File: src/rtl/pts_pkg.sv
package pts_pkg;

  // Commands carried by the input item.
  typedef enum logic [2:0] {
    CMD_CLEAR_ALL = 3'd0,
    CMD_HTAB      = 3'd1,
    CMD_VTAB      = 3'd2,
    CMD_HSET      = 3'd3,
    CMD_VSET      = 3'd4,
    CMD_SET_BYTE  = 3'd5,
    CMD_HINC      = 3'd6,
    CMD_NOP       = 3'd7
  } cmd_t;

  // Configuration register indexes.
  typedef enum logic [0:0] {
    REG_CHAR_SPACING = 1'b0,
    REG_LINE_SPACING = 1'b1
  } reg_idx_t;

  localparam logic [7:0]  RESET_CHAR_SPACING = 8'd36;
  localparam logic [7:0]  RESET_LINE_SPACING = 8'd60;
  localparam logic [15:0] TAB_STEP           = 16'd8;
  // Horizontal stop spacing after reset: eight columns of the reset character width.
  localparam logic [15:0] RESET_FILL_INC     = 16'd288;

  typedef enum logic [2:0] {
    ST_BOOT,
    ST_BOOT_FILL,
    ST_IDLE,
    ST_EXEC,
    ST_FILL,
    ST_SEARCH,
    ST_CLEAR,
    ST_RESULT
  } state_t;

  typedef enum logic [3:0] {
    OP_NONE,
    OP_TAKE,
    OP_FILL_INIT,
    OP_FILL_STEP,
    OP_SEARCH_INIT,
    OP_SEARCH_STEP,
    OP_SET_START,
    OP_SET_BYTE,
    OP_CLEAR_STEP
  } dp_op_t;

  typedef enum logic [1:0] {
    FILL_RESET,
    FILL_ALL,
    FILL_HINC
  } fill_mode_t;

  typedef struct packed {
    dp_op_t     op;
    fill_mode_t mode;
    logic       load_out;
  } dp_ctrl_t;

  typedef struct packed {
    cmd_t cmd;
    logic chan_ok;
    logic in_progress;
    logic byte_ends;
    logic fill_last;
    logic srch_hit;
    logic srch_end;
    logic set_last;
  } dp_status_t;

endpackage

File: src/rtl/pts_ram.sv
module pts_ram #(
  parameter int WIDTH = 16,
  parameter int DEPTH = 32,
  localparam int AW = $clog2(DEPTH)
) (
  input  logic             clk,
  input  logic             we,
  input  logic [AW-1:0]    waddr,
  input  logic [WIDTH-1:0] wdata,
  input  logic [AW-1:0]    raddr,
  output logic [WIDTH-1:0] rdata
);

  logic [WIDTH-1:0] mem [DEPTH];

  always_ff @(posedge clk) begin
    if (we) begin
      mem[waddr] <= wdata;
    end
    rdata <= mem[raddr];
  end

endmodule

File: src/rtl/pts_ctrl.sv
module pts_ctrl (
  input  logic                clk,
  input  logic                rst,
  input  logic                in_valid,
  output logic                in_stall,
  output logic                out_valid,
  input  logic                out_stall,
  output pts_pkg::dp_ctrl_t   ctrl,
  input  pts_pkg::dp_status_t status
);
  import pts_pkg::*;

  state_t state;
  state_t state_next;
  logic   out_free;

  assign in_stall = (state != ST_IDLE);
  assign out_free = !out_valid || !out_stall;

  always_ff @(posedge clk) begin
    if (rst) begin
      state     <= ST_BOOT;
      out_valid <= 1'b0;
    end else begin
      state <= state_next;
      if (ctrl.load_out) begin
        out_valid <= 1'b1;
      end else if (!out_stall) begin
        out_valid <= 1'b0;
      end
    end
  end

  always_comb begin
    state_next = state;
    case (state)
      ST_BOOT: begin
        state_next = ST_BOOT_FILL;
      end
      ST_BOOT_FILL: begin
        if (status.fill_last) state_next = ST_IDLE;
      end
      ST_IDLE: begin
        if (in_valid) state_next = ST_EXEC;
      end
      ST_EXEC: begin
        case (status.cmd)
          CMD_CLEAR_ALL, CMD_HINC: state_next = ST_FILL;
          CMD_HTAB: state_next = ST_SEARCH;
          CMD_VTAB: state_next = status.chan_ok ? ST_SEARCH : ST_RESULT;
          CMD_SET_BYTE: begin
            if (status.in_progress && status.byte_ends) state_next = ST_CLEAR;
            else state_next = ST_RESULT;
          end
          default: state_next = ST_RESULT;
        endcase
      end
      ST_FILL: begin
        if (status.fill_last) state_next = ST_RESULT;
      end
      ST_SEARCH: begin
        if (status.srch_hit || status.srch_end) state_next = ST_RESULT;
      end
      ST_CLEAR: begin
        if (status.set_last) state_next = ST_RESULT;
      end
      ST_RESULT: begin
        if (out_free) state_next = ST_IDLE;
      end
      default: state_next = ST_BOOT;
    endcase
  end

  always_comb begin
    ctrl = '{op: OP_NONE, mode: FILL_ALL, load_out: 1'b0};
    case (state)
      ST_BOOT: begin
        ctrl.op   = OP_FILL_INIT;
        ctrl.mode = FILL_RESET;
      end
      ST_BOOT_FILL, ST_FILL: begin
        ctrl.op = OP_FILL_STEP;
      end
      ST_IDLE: begin
        if (in_valid) ctrl.op = OP_TAKE;
      end
      ST_EXEC: begin
        case (status.cmd)
          CMD_CLEAR_ALL: begin
            ctrl.op   = OP_FILL_INIT;
            ctrl.mode = FILL_ALL;
          end
          CMD_HINC: begin
            ctrl.op   = OP_FILL_INIT;
            ctrl.mode = FILL_HINC;
          end
          CMD_HTAB, CMD_VTAB: ctrl.op = OP_SEARCH_INIT;
          CMD_HSET, CMD_VSET: ctrl.op = OP_SET_START;
          CMD_SET_BYTE: begin
            if (status.in_progress && !status.byte_ends) ctrl.op = OP_SET_BYTE;
          end
          default: ctrl.op = OP_NONE;
        endcase
      end
      ST_SEARCH: begin
        ctrl.op = OP_SEARCH_STEP;
      end
      ST_CLEAR: begin
        ctrl.op = OP_CLEAR_STEP;
      end
      ST_RESULT: begin
        ctrl.load_out = out_free;
      end
      default: ctrl.op = OP_NONE;
    endcase
  end

  a_boot_quiet: assert property (@(posedge clk) disable iff (rst)
    (state == ST_BOOT || state == ST_BOOT_FILL) |-> (in_stall && !out_valid))
    else $error("item or result during the boot sweep");

  a_accept_exec: assert property (@(posedge clk) disable iff (rst)
    (in_valid && !in_stall) |=> (state == ST_EXEC))
    else $error("accepted transfer not decoded");

  a_result_once: assert property (@(posedge clk) disable iff (rst)
    (state == ST_RESULT && out_free) |=> (out_valid && state == ST_IDLE))
    else $error("result not presented");

endmodule

File: src/rtl/pts_dp.sv
module pts_dp #(
  parameter int H_STOPS    = 32,
  parameter int V_STOPS    = 16,
  parameter int V_CHANNELS = 8
) (
  input  logic                clk,
  input  logic                rst,
  input  logic                cfg_we,
  input  logic [0:0]          cfg_index,
  input  logic [7:0]          cfg_data,
  input  logic [2:0]          command,
  input  logic [15:0]         position,
  input  logic [2:0]          channel,
  input  logic [7:0]          value,
  input  pts_pkg::dp_ctrl_t   ctrl,
  output pts_pkg::dp_status_t status,
  output logic [15:0]         new_position,
  output logic                setting_active
);
  import pts_pkg::*;

  localparam int VN      = V_CHANNELS * V_STOPS;
  localparam int SWEEP_N = (VN > H_STOPS) ? VN : H_STOPS;
  localparam int MAXLEN  = (V_STOPS > H_STOPS) ? V_STOPS : H_STOPS;
  localparam int CW      = $clog2(SWEEP_N);
  localparam int HAW     = $clog2(H_STOPS);
  localparam int VAW     = $clog2(VN);
  localparam int SIW     = $clog2(MAXLEN);

  // Latched item.
  cmd_t        cmd_q;
  logic [15:0] pos_q;
  logic [2:0]  chan_q;
  logic [7:0]  val_q;

  logic [7:0]  char_spacing;
  logic [7:0]  line_spacing;

  // Sweep and search state.
  logic [CW-1:0] cnt;
  logic [16:0]   acc;
  logic [15:0]   inc;
  fill_mode_t    fill_mode_q;
  logic          cmp_valid;
  logic          cmp_last;
  logic [15:0]   result;

  // Open set sequence.
  logic           set_prog;
  logic           set_vert;
  logic [2:0]     set_chan;
  logic [SIW-1:0] set_idx;
  logic [7:0]     prev_byte;

  logic           chan_ok;
  logic           srch_vert;
  logic [CW-1:0]  srch_last;
  logic [CW-1:0]  fill_last_idx;
  logic           set_last;
  logic [15:0]    byte_prod;
  logic [17:0]    sum;
  logic [16:0]    acc_next;
  logic [15:0]    acc_sat;
  logic [VAW-1:0] vbase_set;
  logic [VAW-1:0] vbase_srch;
  logic [15:0]    h_rdata;
  logic [15:0]    v_rdata;
  logic [15:0]    rdata;
  logic           hit;
  logic           fill_op;
  logic           set_op;

  logic           h_we;
  logic [HAW-1:0] h_waddr;
  logic [15:0]    h_wdata;
  logic [HAW-1:0] h_raddr;
  logic           v_we;
  logic [VAW-1:0] v_waddr;
  logic [15:0]    v_wdata;
  logic [VAW-1:0] v_raddr;

  assign chan_ok   = ({2'b00, chan_q} < 5'(V_CHANNELS));
  assign srch_vert = (cmd_q == CMD_VTAB);
  assign srch_last = srch_vert ? CW'(V_STOPS - 1) : CW'(H_STOPS - 1);
  assign fill_last_idx = (fill_mode_q == FILL_HINC) ? CW'(H_STOPS - 1) : CW'(SWEEP_N - 1);
  assign set_last  = set_vert ? (set_idx == SIW'(V_STOPS - 1))
                              : (set_idx == SIW'(H_STOPS - 1));
  assign byte_prod = 16'(val_q) * 16'(set_vert ? line_spacing : char_spacing);

  // Running product x*step, clamped just above the 16-bit range.
  assign sum      = 18'(acc) + 18'(inc);
  assign acc_next = (sum > 18'h10000) ? 17'h10000 : sum[16:0];
  assign acc_sat  = acc[16] ? 16'hFFFF : acc[15:0];

  assign vbase_set  = VAW'(set_chan) * VAW'(V_STOPS);
  assign vbase_srch = VAW'(chan_q) * VAW'(V_STOPS);

  assign rdata = srch_vert ? v_rdata : h_rdata;
  assign hit   = cmp_valid && (rdata > pos_q);

  assign fill_op = (ctrl.op == OP_FILL_STEP);
  assign set_op  = (ctrl.op == OP_SET_BYTE) || (ctrl.op == OP_CLEAR_STEP);

  assign h_we    = (fill_op && ({1'b0, cnt} < (CW+1)'(H_STOPS))) || (set_op && !set_vert);
  assign h_waddr = fill_op ? HAW'(cnt) : HAW'(set_idx);
  assign h_wdata = fill_op ? acc_sat : ((ctrl.op == OP_SET_BYTE) ? byte_prod : 16'd0);
  assign h_raddr = HAW'(cnt);

  assign v_we    = (fill_op && fill_mode_q != FILL_HINC && ({1'b0, cnt} < (CW+1)'(VN)))
                   || (set_op && set_vert);
  assign v_waddr = fill_op ? VAW'(cnt) : (vbase_set + VAW'(set_idx));
  assign v_wdata = (ctrl.op == OP_SET_BYTE) ? byte_prod : 16'd0;
  assign v_raddr = vbase_srch + VAW'(cnt);

  pts_ram #(.WIDTH(16), .DEPTH(H_STOPS)) u_hram (
    .clk   (clk),
    .we    (h_we),
    .waddr (h_waddr),
    .wdata (h_wdata),
    .raddr (h_raddr),
    .rdata (h_rdata)
  );

  pts_ram #(.WIDTH(16), .DEPTH(VN)) u_vram (
    .clk   (clk),
    .we    (v_we),
    .waddr (v_waddr),
    .wdata (v_wdata),
    .raddr (v_raddr),
    .rdata (v_rdata)
  );

  always_comb begin
    status.cmd         = cmd_q;
    status.chan_ok     = chan_ok;
    status.in_progress = set_prog;
    status.byte_ends   = (val_q == 8'd0) || (val_q < prev_byte);
    status.fill_last   = (cnt == fill_last_idx);
    status.srch_hit    = hit;
    status.srch_end    = cmp_valid && cmp_last;
    status.set_last    = set_last;
  end

  // Control and configuration state.
  always_ff @(posedge clk) begin
    if (rst) begin
      char_spacing <= RESET_CHAR_SPACING;
      line_spacing <= RESET_LINE_SPACING;
      cmp_valid    <= 1'b0;
      set_prog     <= 1'b0;
      set_vert     <= 1'b0;
      set_chan     <= 3'd0;
      set_idx      <= '0;
      prev_byte    <= 8'd0;
    end else begin
      if (cfg_we) begin
        case (reg_idx_t'(cfg_index))
          REG_CHAR_SPACING: char_spacing <= cfg_data;
          REG_LINE_SPACING: line_spacing <= cfg_data;
          default: ;
        endcase
      end
      case (ctrl.op)
        OP_SEARCH_INIT: cmp_valid <= 1'b0;
        OP_SEARCH_STEP: cmp_valid <= 1'b1;
        OP_SET_START: begin
          if (cmd_q == CMD_HSET) begin
            set_prog  <= 1'b1;
            set_vert  <= 1'b0;
            set_chan  <= 3'd0;
            set_idx   <= '0;
            prev_byte <= 8'd0;
          end else if (chan_ok) begin
            set_prog  <= 1'b1;
            set_vert  <= 1'b1;
            set_chan  <= chan_q;
            set_idx   <= '0;
            prev_byte <= 8'd0;
          end else begin
            set_prog <= 1'b0;
          end
        end
        OP_SET_BYTE: begin
          prev_byte <= val_q;
          set_idx   <= set_idx + 1'b1;
          if (set_last) set_prog <= 1'b0;
        end
        OP_CLEAR_STEP: begin
          set_idx <= set_idx + 1'b1;
          if (set_last) set_prog <= 1'b0;
        end
        default: ;
      endcase
    end
  end

  // Payload registers.
  always_ff @(posedge clk) begin
    case (ctrl.op)
      OP_TAKE: begin
        cmd_q  <= cmd_t'(command);
        pos_q  <= position;
        chan_q <= channel;
        val_q  <= value;
        result <= position;
      end
      OP_FILL_INIT: begin
        cnt         <= '0;
        acc         <= 17'd0;
        fill_mode_q <= ctrl.mode;
        case (ctrl.mode)
          FILL_RESET: inc <= RESET_FILL_INC;
          FILL_ALL:   inc <= 16'(char_spacing) * TAB_STEP;
          FILL_HINC:  inc <= 16'(val_q) * 16'(char_spacing);
          default:    inc <= 16'd0;
        endcase
      end
      OP_FILL_STEP: begin
        cnt <= cnt + 1'b1;
        acc <= acc_next;
      end
      OP_SEARCH_INIT: begin
        cnt <= '0;
      end
      OP_SEARCH_STEP: begin
        cnt      <= (cnt == srch_last) ? cnt : cnt + 1'b1;
        cmp_last <= (cnt == srch_last);
        if (hit) result <= rdata;
      end
      default: ;
    endcase
    if (ctrl.load_out) begin
      new_position   <= result;
      setting_active <= set_prog;
    end
  end

  a_set_idx_range: assert property (@(posedge clk) disable iff (rst)
    set_prog |-> (set_vert ? ({1'b0, set_idx} < (SIW+1)'(V_STOPS))
                           : ({1'b0, set_idx} < (SIW+1)'(H_STOPS))))
    else $error("set index past the end of its table");

  a_set_chan_range: assert property (@(posedge clk) disable iff (rst)
    (set_prog && set_vert) |-> ({2'b00, set_chan} < 5'(V_CHANNELS)))
    else $error("vertical set on a channel that does not exist");

endmodule

File: src/rtl/printer_tab_stop_unit_top.sv
// Channel  Handshake           Payload
// in       in_valid/in_stall   command, position, channel, value
// out      out_valid/out_stall new_position, setting_active
// cfg      cfg_we              cfg_index, cfg_data (0 char_spacing, 1 line_spacing)
//
// One item is in work at a time; the next is accepted once the finished result sits in
// the output register, so a stalled output only holds back the item after that.
// A tab search walks the stop table through the RAM read port. h_increment and
// clear_all sweep the tables at one RAM write per cycle; a set ending early clears
// the rest at one stop per cycle. After reset a fill pass loads the stop tables
// while the input is stalled; config writes are taken.
module printer_tab_stop_unit_top #(
  parameter int H_STOPS    = 32,
  parameter int V_STOPS    = 16,
  parameter int V_CHANNELS = 8
) (
  input  logic        clk,
  input  logic        rst,
  input  logic        cfg_we,
  input  logic [0:0]  cfg_index,
  input  logic [7:0]  cfg_data,
  input  logic        in_valid,
  output logic        in_stall,
  input  logic [2:0]  command,
  input  logic [15:0] position,
  input  logic [2:0]  channel,
  input  logic [7:0]  value,
  output logic        out_valid,
  input  logic        out_stall,
  output logic [15:0] new_position,
  output logic        setting_active
);
  import pts_pkg::*;

  // The controller sequences each command; the datapath holds the tables, the
  // configuration and the set sequence state.
  dp_ctrl_t   ctrl;
  dp_status_t status;

  pts_ctrl u_ctrl (
    .clk       (clk),
    .rst       (rst),
    .in_valid  (in_valid),
    .in_stall  (in_stall),
    .out_valid (out_valid),
    .out_stall (out_stall),
    .ctrl      (ctrl),
    .status    (status)
  );

  pts_dp #(
    .H_STOPS    (H_STOPS),
    .V_STOPS    (V_STOPS),
    .V_CHANNELS (V_CHANNELS)
  ) u_dp (
    .clk            (clk),
    .rst            (rst),
    .cfg_we         (cfg_we),
    .cfg_index      (cfg_index),
    .cfg_data       (cfg_data),
    .command        (command),
    .position       (position),
    .channel        (channel),
    .value          (value),
    .ctrl           (ctrl),
    .status         (status),
    .new_position   (new_position),
    .setting_active (setting_active)
  );

endmodule

File: config.mk
export PLATFORM = sky130hd
export DESIGN_NAME = printer_tab_stop_unit_top
export DESIGN_NICKNAME = d
export VERILOG_FILES = /design/src/rtl/pts_pkg.sv /design/src/rtl/pts_ram.sv /design/src/rtl/pts_ctrl.sv /design/src/rtl/pts_dp.sv /design/src/rtl/printer_tab_stop_unit_top.sv
export SDC_FILE = /design/constraint.sdc
export NUM_CORES = 2
export LEC_CHECK = 0
export BUFFER_PORTS_ARGS = -buffer_cell sky130_fd_sc_hd__buf_2
export CORE_UTILIZATION = 39
export CTS_BUF_LIST = sky130_fd_sc_hd__clkbuf_8
export CTS_CLUSTER_DIAMETER = 80
export CTS_CLUSTER_SIZE = 24
export DETAILED_ROUTE_END_ITERATION = 6
export PLACE_DENSITY = 0.63
export REMOVE_ABC_BUFFERS = 1
export SLEW_MARGIN = 20
export SYNTH_ARGS = -nofsm -noshare
export SYNTH_HDL_FRONTEND = slang
export SYNTH_HIERARCHICAL = 1
export SYNTH_SLANG_ARGS = --single-unit
File: constraint.sdc
create_clock -name clk -period 11.5 [get_ports clk]
set_input_delay 0.575 -clock clk [delete_from_list [all_inputs] [get_ports clk]]
set_output_delay 0.575 -clock clk [all_outputs]
set_load 0.01 [all_outputs]
==> flow_summary.json <==
{
  "status": "finished, final reports clean",
  "regToRegStartpoint": "u_dp/set_vert",
  "synth.avg_cell_area_sq_um": 20.2,
  "synthFlopType": "edfxtp_1",
  "dr.pass1.iters": 6,
  "fin_area_sq_mm": 0.120,
  "rsz0062_at_grt": "false",
  "internal_power_uw": 13100,
  "cp_max_fo": 66,
  "port_buffers": 62,
  "grt_start_max_net_pins": 143,
  "clk_latency_ns": 1.00,
  "power_frac_comb": 0.112,
  "skew_ns": 0.0674,
  "wire_per_inst_um": 28.5,
  "postCtsSetupBuffers": 0,
  "synthTopCellsByArea": "edfxtp_1, mux4_2, mux2i_1, fa_1, ha_1",
  "syn_to_final_growth_pct": 7.96,
  "hold_path_class": "primary input to register",
  "grt-ovfl-total": 0,
  "p_leak_uw": 0.0378,
  "hpwl_um": 170000,
  "drv_cap": 0,
  "dieArea_sq_mm": 0.287,
  "clockBufferDepth": 4,
  "drive_above_1_share": 0.225,
  "power_density_mw_per_mm2": 145,
  "synth_seq_cells": 2737,
  "finalSetupViolations": 0,
  "ff2ff_setup_slack_ns": 3.88,
  "syn-cell-area_sq_mm": 0.111,
  "ctsHoldBuffers": 42,
  "die_width_um": 536,
  "cp_data_required_time_ns": 12.17,
  "viasPerCell": 5.67,
  "synth_top_cell_area_share": 0.720,
  "synthDistinctLibCells": 87,
  "r2r_cells": 18,
  "setup_tns_ns": 0,
  "route.detailed.drc": 0,
  "finalNetCount": 5951,
  "slew_headroom": 0.214,
  "fin_crit_ns": 7.62,
  "switching_share": 0.245,
  "crit_path_end_kind": "register",
  "grt_pass1_vias": 53534,
  "n_fill_cell": 24336,
  "pwr-share-clk": 0.247,
  "boundaryPins": 63,
  "r2r-end": "u_dp/u_vram/mem[66][15]",
  "synth_sequential_area_ratio": 0.732,
  "cts_tree": "built",
  "antenna_found_initial": 22,
  "ctsRootBufferMaster": "clkbuf_8",
  "finalHoldViolCount": 0,
  "numCtsBuffers": 148,
  "dpl_cell_area_sq_mm": 0.117,
  "initial_utilization": 0.393,
  "path_class": "register to register",
  "drtIter0Drc": 6540,
  "tightest_slew_ns": 1.18,
  "grt_first_pass_wirelength_um": 390000,
  "cts_resized": 0,
  "crit_path_start": "u_dp/set_vert",
  "wirelength_um": 272000,
  "sequentialPowerShare": 0.641,
  "syn_inst": 5500,
  "min-delay-start": "rst",
  "core_area_sq_mm": 0.283,
  "yosysWarnings": 6,
  "p_sw_uw": 4250,
  "clkSinkCount": 2737,
  "grt.total_usage": 0.188,
  "cp.arrival_ns": 8.29,
  "finalCritPeriodShare": 0.663,
  "fmax_ghz": 0.131,
  "ant_nets": 0,
  "yosys.area.top_type": "edfxtp_1",
  "num_vias": 53986,
  "gp_routability_congestion": 0.871,
  "cts-htree-levels": 4,
  "final_util": 0.424,
  "row_count": 195,
  "final-max-slew-violation-count": 0,
  "ir_drop_mv": 0.0728,
  "async_flop_share": 0,
  "synth_edf_count": 2666,
  "start_kind": "register",
  "crit_path_end": "u_dp/u_vram/mem[66][15]",
  "cts.clk_slew.worst_paths_ns": 0.15,
  "die_y_um": 536
}
[metrics by stage]
step / setup slack (ns) / hold WS [ns] / cells / total power (uW)
2_1_floorplan: -18.91 / 0.400 / 5222 / 13100
3_3_place_gp: 4.03 / 0.404 / 9267 / 13300
3_5_place_dp: 4.00 / 0.406 / 9267 / 13300
4_1_cts: 3.96 / 0.0767 / 9517 / 17500
5_1_grt: 3.63 / 0.159 / 9522 / 17900
6_report: 3.88 / 0.158 / 9523 / 17400
[worst max-delay path: stages, from the launching register on]
cell	delay (ns)
dfxtp_1	0.79
mux2i_1	0.72
nor2b_1	0.15
fa_1	0.46
fa_1	0.55
inv_1	0.05
fa_1	0.47
fa_1	0.55
inv_1	0.04
ha_1	0.34
a21o_1	0.21
a2111oi_0	0.48
nor3_1	0.14
a41o_1	0.29
o41ai_2	0.24
xnor2_1	0.24
nor2_4	0.14
buf_4	0.60
buf_4	0.71
[worst min-delay path by stage]
stage	end	slack, ns	cells after the start
final	u_dp/set_idx[2]	0.16	2
after global routing	u_dp/line_spacing[7]	0.16	2
after CTS	u_dp/set_idx[2]	0.08	2
after detailed placement	u_dp/new_position[0]	0.41	0
after global placement	u_dp/new_position[14]	0.40	0
after floorplan	u_dp/new_position[0]	0.40	0
[synth_stat cells, types with 74 or more instances]
master       n
nand3_1     77
ha_1       116
and2_1      79
inv_1      144
nand2_1    166
clkbuf_1   132
nor2_1     239
mux2i_1    263
edfxtp_1  2666
a21oi_1    101
fa_1        74
mux4_2     672
[state kept, by name, indices dropped and copies added (netlist names), 16 cells and up]
signal / flops
u_dp/u_hram/mem: 512
u_dp/new_position: 16
u_dp/acc: 17
u_dp/inc: 16
u_dp/u_hram/rdata: 16
u_dp/u_vram/mem: 2048
u_dp/u_vram/rdata: 16
u_dp/pos_q: 16
u_dp/result: 16
[cells in the final DEF, fill, tap and decap left out, types with 25 or more instances in the layout]
cell | synthesis | routed
a22o_1 | 36 | 36
mux2i_1 | 263 | 263
nand2_1 | 166 | 163
nand3_1 | 77 | 73
mux4_2 | 672 | 672
a21oi_1 | 101 | 98
fa_1 | 74 | 74
dlygate4sd3_1 | 0 | 42
nor2b_1 | 55 | 53
a22oi_1 | 67 | 67
nor2_1 | 239 | 228
ha_1 | 116 | 115
inv_1 | 144 | 168
o21ai_0 | 25 | 25
dfxtp_1 | 71 | 71
clkbuf_8 | 1 | 155
buf_4 | 24 | 229
buf_2 | 71 | 62
nor3_1 | 45 | 34
edfxtp_1 | 2666 | 2666
and2_1 | 79 | 76
mux2_2 | 48 | 48
[logic make-up after synthesis]
family / after synthesis / synth area share
simple gates: 779 / 0.0342
mux: 983 / 0.165
other cells: 1 / 0.0000337
compound gates: 349 / 0.0215
fa+ha+maj: 191 / 0.0265
buf+inv: 422 / 0.0178
flops: 2737 / 0.732
xor+xnor: 38 / 0.00299
[power by group through the flow]
stage | Sequential (uW) | Combinational (uW) | Clock [uW]
after CTS | 11100 | 1950 | 4410
after floorplan | 11500 | 1600 | 0
final | 11100 | 1940 | 4290
after global routing | 11100 | 2070 | 4700
after global placement | 11400 | 1920 | 0
after detailed placement | 11400 | 1930 | 0
[metal layers]
metal	wire, um	up-vias	global-route usage
li1	-	22582	-
met1	112000	29061	0.265
met2	132000	2033	0.307
met3	18900	306	0.0230
met4	8500	4	0.0558
met5	27	-	0
[area by class of cell]
cell class              count  area, sq um  area share
multi-input cells        2341        28100       0.234
clock buffers             155         2130      0.0178
repair buffers            345         2700      0.0225
diodes                      5         12.5    0.000104
flip-flops and latches   2737        81500       0.678
inverters                 144          541     0.00450
well taps                3743         4680      0.0390
clock inverters            53          419     0.00349
No activity file was read; power rests on OpenSTA's default activity.
